### src/rtl/apsp_pkg.sv
// Package for the all-pairs shortest path engine: payload structs, command codes,
// sizes, the front-to-back queue entry and the back-end states. No dependencies.
`default_nettype none
package apsp_pkg;
  localparam int unsigned NODES_DEF    = 64;
  localparam int unsigned CULTURES_DEF = 64;
  localparam int unsigned DIST_W_DEF   = 24;
  localparam int unsigned NODE_W       = 6;
  localparam int unsigned CULT_W       = 6;
  localparam int unsigned WEIGHT_W     = 16;
  localparam int unsigned OUT_DIST_W   = 24;
  localparam int unsigned COUNT_W      = 7;
  localparam logic [COUNT_W-1:0] COUNT_RESET = 7'd64;

  typedef enum logic [2:0] {
    CMD_CLEAR   = 3'd0,
    CMD_CULTURE = 3'd1,
    CMD_REJECT  = 3'd2,
    CMD_ROAD    = 3'd3,
    CMD_SOLVE   = 3'd4,
    CMD_QUERY   = 3'd5,
    CMD_NOP6    = 3'd6,
    CMD_NOP7    = 3'd7
  } cmd_t;

  typedef struct packed {
    logic [2:0]          command;
    logic [NODE_W-1:0]   node_from;
    logic [NODE_W-1:0]   node_to;
    logic [WEIGHT_W-1:0] road_weight;
    logic [CULT_W-1:0]   culture_first;
    logic [CULT_W-1:0]   culture_second;
    logic                rejects;
  } in_item_t;

  typedef struct packed {
    logic [OUT_DIST_W-1:0] distance;
    logic                  unreachable;
    logic                  solve_done;
  } out_item_t;

  // Classified work for the back end.
  typedef struct packed {
    cmd_t                op;
    logic [NODE_W-1:0]   node_from;
    logic [NODE_W-1:0]   node_to;
    logic [WEIGHT_W-1:0] road_weight;
  } job_t;

  typedef enum logic [3:0] {
    ST_IDLE, ST_CLEAR, ST_RD1, ST_CHK1, ST_WR1, ST_RD2, ST_CHK2, ST_WR2,
    ST_SRD, ST_SWAIT, ST_SCMP, ST_QRD, ST_QWAIT, ST_EMIT
  } back_st_t;
endpackage
`default_nettype wire

### src/rtl/apsp_queue.sv
// Two-entry job queue between front and back ends. Uses apsp_pkg.
`default_nettype none
module apsp_queue import apsp_pkg::*; (
  input  wire logic clk,
  input  wire logic rst_n,
  input  wire logic push,
  input  wire job_t push_data,
  output logic      full,
  output logic      not_empty,
  input  wire logic pop,
  output job_t      head
);
  job_t       slot_r [2];
  logic       wp_r, rp_r;
  logic [1:0] cnt_r;

  assign full      = cnt_r == 2'd2;
  assign not_empty = cnt_r != 2'd0;
  assign head      = slot_r[rp_r];

  always_ff @(posedge clk) begin
    if (push) slot_r[wp_r] <= push_data;
  end

  always_ff @(posedge clk) begin
    if (!rst_n) begin
      wp_r <= 1'b0; rp_r <= 1'b0; cnt_r <= 2'd0;
    end else begin
      if (push) wp_r <= ~wp_r;
      if (pop)  rp_r <= ~rp_r;
      cnt_r <= cnt_r + {1'b0, push} - {1'b0, pop};
    end
  end
`ifndef SYNTHESIS
  a_no_overflow: assert property (@(posedge clk) disable iff (!rst_n) full |-> !push)
    else $error("queue overflow");
  a_no_underflow: assert property (@(posedge clk) disable iff (!rst_n) !not_empty |-> !pop)
    else $error("queue underflow");
  a_count: assert property (@(posedge clk) disable iff (!rst_n) cnt_r != 2'd3)
    else $error("queue count corrupt");
`endif
endmodule
`default_nettype wire

### config.mk
export PLATFORM = sky130hd
export DESIGN_NAME = apsp_queue
export DESIGN_NICKNAME = d
export VERILOG_FILES = /design/src/rtl/apsp_pkg.sv /design/src/rtl/apsp_queue.sv
export SDC_FILE = /design/constraint.sdc
export NUM_CORES = 1
export LEC_CHECK = 0
export BUFFER_PORTS_ARGS = -buffer_cell sky130_fd_sc_hd__buf_2
export CAP_MARGIN = 20
export CORE_ASPECT_RATIO = 0.75
export CORE_MARGIN = 8
export CORE_UTILIZATION = 44
export CTS_BUF_LIST = sky130_fd_sc_hd__clkbuf_8
export CTS_CLUSTER_DIAMETER = 30
export DETAILED_ROUTE_END_ITERATION = 10
export GPL_TIMING_DRIVEN = 0
export PLACE_DENSITY = 0.69
export SETUP_SLACK_MARGIN = 0.1
export SKIP_CTS_REPAIR_TIMING = 1
export SYNTH_ARGS = -nofsm -noshare
export SYNTH_HDL_FRONTEND = slang
export SYNTH_SLANG_ARGS = --single-unit
### constraint.sdc
create_clock -name clk -period 2.8 [get_ports clk]
set_input_delay 0.28 -clock clk [delete_from_list [all_inputs] [get_ports clk]]
set_output_delay 0.28 -clock clk [all_outputs]
set_load 0.02 [all_outputs]
==> results.json, run 1 <==
{
  "status": "completed",
  "antenna_cells": 0,
  "met1_usage_pct": 10.9,
  "nets": 233,
  "dr.pass1.iters": 4,
  "start_util_pct": 45.9,
  "yosys.cell_types.count": 12,
  "cts_max_path_buffers": 2,
  "die_h_um": 80.9,
  "fmax_mhz": 571,
  "min_period_ps": 1750,
  "syn-num-nets": 154,
  "cp.required_ps": 2520,
  "p_per_area_mw_per_mm2": 676,
  "drv_slew": 0,
  "clk_latency_ps": 330,
  "synth_top_area_share_pct": 75.3,
  "cts_inserted_buffers": 9,
  "syn_to_final_growth_pct": 25.0,
  "cp-start-kind": "register",
  "final_cells": 276,
  "worst_slew_pin_slew_ps": 937,
  "ir_worst_vdd_uv": 492,
  "met2_usage_pct": 20.0,
  "drc": 0,
  "rsz0062_at_grt": "false",
  "yosys_most_used_dff": "edfxtp_1",
  "num_rows": 23,
  "top_usage_layer": "met2",
  "setup_viol": 0,
  "core_mm2": 0.00538,
  "ys_warn_count": 0,
  "avgViaCountPerCell": 4.66,
  "synthXorXnorAreaFrac_pct": 1.27,
  "slew_headroom_pct": 37.4,
  "grt_pass1_vias": 1505,
  "hold_viol_final": 0,
  "grtUsageTotal_pct": 11.6,
  "grt_pass1_wl_mm": 6.93,
  "tritoncts": "yes",
  "synth_compound_area_share_pct": 0.304,
  "p_leak_uw": 0.00120,
  "hold_start": "push_data[18]",
  "finalSetupTns_ps": 0,
  "clk_pin_slew_ps": 70,
  "syn_inst": 117,
  "wl_per_cell_um": 16.1,
  "drive_gt1_share_pct": 57.7,
  "postRouteAntennaNets": 0,
  "cts.sinks": 67,
  "cts_root_buf": "clkbuf_8",
  "gp_routability_congestion": 0.716,
  "grt_max_degree": 33,
  "ys_ff_latch": 67,
  "whs_ps": 138,
  "h-tree-depth": 3,
  "grt_antenna_before_repair": 0,
  "die_area_mm2": 0.00830,
  "ioPinCount": 68,
  "io_buffers": 67,
  "synth_edf_count": 62,
  "rr_startpoint": "wp_r$_SDFFE_PN0P_",
  "die_x_um": 103,
  "hold_class": "in -> reg",
  "syn_avg_cell_area_um2": 21.1,
  "synth-simple-area-share_pct": 2.28,
  "synthTopCellsByArea": "edfxtp_1 75%, mux2_2 14%, dfxtp_1 4.0%",
  "synth.most_common_cell": "edfxtp_1",
  "skew_ps": 8.04,
  "timing.final.crit_share_pct": 62.5,
  "worst_setup_path_end_kind": "output pin",
  "drt_wl_total_mm": 4.46,
  "r2r_slack_ps": 1270,
  "crit_type": "reg -> out",
  "power_uw": 2090,
  "dp.cells": 260,
  "whs_path_depth": 1,
  "synth.area.mux_share_pct": 14.1,
  "met3_usage_pct": 7.51,
  "synth_area_leader_cell": "edfxtp_1",
  "ys_seq_area_share_pct": 79.4,
  "synth_top_family_by_area": "multiplexers",
  "n_fill_cell": 437,
  "yosys-top-cells-count": "62 x edfxtp_1, 31 x mux2_2, 5 x dfxtp_1, 4 x and2_1, 4 x nor2b_1",
  "hpwl_mm": 3.28,
  "synth.cell_area_mm2": 0.00247,
  "drt_iter0_markers": 46,
  "cap_violations": 0,
  "synth_adder_area_share_pct": 1.01,
  "overflow": 0,
  "crit_fanout": 10,
  "arrival_ps": 1470,
  "worst_r2r_path_depth": 2,
  "vias": 1286,
  "async_reset_ff_share_pct": 0
}
[kinds of logic (layout without fill, tap and decap cells)]
logic type	Yosys count	after routing
and+or+nand+nor	9	9
xor gates and xnor gates	2	2
AOI/OAI and AO/OA	1	1
muxes	31	31
DFF	67	67
buffers and inverters	5	89
adders and majority gates	2	2
[final timing paths]
path,endpoint
worst min register to register,rp_r$_SDFFE_PN0P_
worst max-delay path,head[16]
worst min-delay path,slot_r[0][18]$_DFFE_PP_
worst max register to register,slot_r[1][6]$_DFFE_PP_
[flip-flops by register name (all words and copies together) (netlist names), named ones only]
register and count:
slot_r 62, wp_r 1, rp_r 1, cnt_r 2
[layout make-up]
| type | count | area [um2] | area share [%] |
|---|---|---|---|
| plain buffers | 3 | 33.8 | 1.09 |
| clock buffers | 9 | 124 | 4.01 |
| clock inverters | 7 | 30.0 | 0.972 |
| inverters | 2 | 7.51 | 0.243 |
| multi-input cells | 45 | 477 | 15.4 |
| flip-flops and latches | 67 | 1960 | 63.5 |
| well taps | 75 | 93.8 | 3.04 |
| repair buffers | 68 | 363 | 11.7 |
[cell usage in the layout (no fill, tap or decap), types with 3 or more instances in the layout]
cell type	instances
and2_1	4
buf_2	67
buf_6	3
clkbuf_8	9
clkinv_2	3
dfxtp_1	5
edfxtp_1	62
inv_1	5
mux2_2	31
nor2b_1	3
[through the flow]
stage	setup slack [ps]	utilization [%]	cell area, um2
after floorplan	643	-	2470
after global placement	-97.2	53.9	2900
after detailed placement	1190	54.6	2940
after CTS	1010	57.4	3090
after global routing	943	57.4	3090
final	1050	57.4	3090
[metal layers]
metal / part of all wire [%] / vias up
met4: 1.3 / 0
li1: - / 608
met2: 50 / 55
met1: 37 / 617
met5: 0 / -
met3: 11 / 6
[power by group]
group / internal [uW] / total, uW / switching [uW]
registers: 1160 / 1180 / 20.6
clock network: 303 / 609 / 306
logic: 137 / 304 / 167
[worst max-delay path, stage by stage (launching register included)]
cell     delay [ps]
dfxtp_1         450
buf_6           200
mux2_2          340
buf_2           160
Note: power is estimated with default switching activity, not from simulation.
==> run 2, diff against run 1 <==
- clock period: 2.8 -> 1.67 ns (I/O delays scaled with it)
==> run 2 against run 1 <==
Worst setup slack worse by 910 ps; non-clock buffer count stayed put; cell count decreased by 0.36%; design area grew 1.0%; critical path type unchanged; largest cell class unchanged.
==> results.json, run 2 (same netlist as run 1, synthesis figures left out) <==
{
  "status": "completed",
  "num_rows": 23,
  "h-tree-depth": 3,
  "drt_iter0_markers": 65,
  "intPower_uw": 2840,
  "dp.cells": 260,
  "hold_class": "in -> reg",
  "largest-register": "slot_r",
  "crit_fanout": 10,
  "final_cell_area_mm2": 0.00312,
  "pwr-share-seq_pct": 53.2,
  "grt_pass1_vias": 1406,
  "dr.pass1.iters": 4,
  "die_x_um": 103,
  "cts_inserted_buffers": 9,
  "cap_violations": 0,
  "slowest_stage": "dfxtp_4",
  "cp.required_ps": 1500,
  "hpwl_mm": 3.35,
  "hold_viol_final": 0,
  "p_per_area_mw_per_mm2": 1190,
  "avgViaCountPerCell": 4.62,
  "worst_setup_path_end_kind": "output pin",
  "layout_commonest_cell": "buf_2",
  "crit_chain": "buf_6 -> mux2_2 -> buf_2",
  "drv_slew": 0,
  "postRouteAntennaNets": 0,
  "vias": 1271,
  "fmax_mhz": 655,
  "fin_util_pct": 58.0,
  "setup_viol": 0,
  "clk_latency_ps": 320,
  "power_uw": 3710,
  "ir_worst_vdd_uv": 565,
  "skew_ps": 4.93,
  "overflow": 0,
  "netSwitchingFraction_pct": 23.4,
  "n_fill_cell": 439,
  "gp_routability_congestion": 0.660,
  "grt_pass1_wl_mm": 6.78,
  "grt_max_degree": 33,
  "r2r_slack_ps": 180,
  "rsz0062_at_grt": "true",
  "worst_slew_pin_slew_ps": 898,
  "slew_headroom_pct": 40.0,
  "layout_common_cells": "67 x buf_2, 62 x edfxtp_1, 31 x mux2_2, 9 x clkbuf_8",
  "syn_to_final_growth_pct": 26.3,
  "top_regs": "slot_r: 62 flops, cnt_r: 2 flops",
  "die_area_mm2": 0.00830,
  "cts.sinks": 67,
  "timing.final.crit_share_pct": 91.5,
  "min_period_ps": 1530,
  "p_leak_uw": 0.00120,
  "arrival_ps": 1360,
  "die_h_um": 80.9,
  "final_cells": 275,
  "wl_per_cell_um": 16.6,
  "clk_pin_slew_ps": 70,
  "slowest_delay_ps": 380,
  "whs_ps": 25.3,
  "tritoncts": "yes",
  "largest_reg_flops": 62,
  "cts_root_buf": "clkbuf_8",
  "nets": 233,
  "crit_type": "reg -> out",
  "p_switching_uw": 868,
  "drc": 0,
  "drive_gt1_share_pct": 59.5,
  "clock_power_share_pct": 33.1,
  "pwr-share-comb_pct": 13.7,
  "grtUsageTotal_pct": 11.1,
  "io_buffers": 67,
  "cts_max_path_buffers": 2,
  "core_mm2": 0.00538,
  "grt_antenna_before_repair": 0,
  "antenna_cells": 0,
  "drt_wl_total_mm": 4.56,
  "start_util_pct": 45.9,
  "ioPinCount": 68,
  "cp-start-kind": "register",
  "placed_area_mm2": 0.00294
}
==> run 2: cell count changes in the layout (fill, tap and decap cells not counted) <==
cell / change
dfxtp_1: -1
inv_1: -3
dfxtp_4: +1
bufinv_16: +1
clkinv_4: +1
==> run 2: worst max-delay path, delay by kind of cell (launching register included) <==
family / cells / cell delay (ps)
DFF: 1 / 380
buffers and inverters: 2 / 310
muxes: 1 / 340
==> run 2: per-layer routing <==
metal | vias up | track usage (%) | routed length, um
met4 | 0 | 5.84 | 78
met5 | - | 0 | 0
met2 | 44 | 20.2 | 2440
met1 | 614 | 10.8 | 1730
li1 | 607 | - | -
met3 | 6 | 4.36 | 317
==> run 2: power by group through the flow <==
stage | Clock [uW] | Combinational, uW | Sequential (uW)
after detailed placement | 0 | 517 | 2010
after global routing | 1320 | 547 | 1980
after CTS | 1270 | 519 | 1970
final | 1230 | 507 | 1970
after global placement | 0 | 491 | 2000
after floorplan | 0 | 333 | 2000
==> run 2: path summary, 6_finish.rpt <==
kind / from / cells past startpoint / to
hold reg to reg: rp_r$_SDFFE_PN0P_ / 2 / register
setup reg to reg: wp_r$_SDFFE_PN0P_ / 2 / slot_r[1][24]$_DFFE_PP_
hold / removal: push_data[3] / 1 / slot_r[0][3]$_DFFE_PP_
setup / recovery: register / 3 / head[22]
==> run 2: final cells by class <==
type	instances	area, um2	area share [%]
plain buffers	3	33.8	1.08
clock buffers	9	124	3.97
clock inverters	6	57.6	1.84
inverters	2	7.51	0.240
multi-input cells	45	477	15.3
flip-flops and latches	67	1970	63.0
well taps	75	93.8	3.01
repair buffers	68	363	11.6
==> run 2: metrics by stage <==
stage / worst slack [ps] / setup TNS (ps)
detailed placement: 194 / 0
global route: 84.3 / 0
finish: 142 / 0
global placement: -260 / -13270
CTS: 10.5 / 0
floorplan: 108 / 0
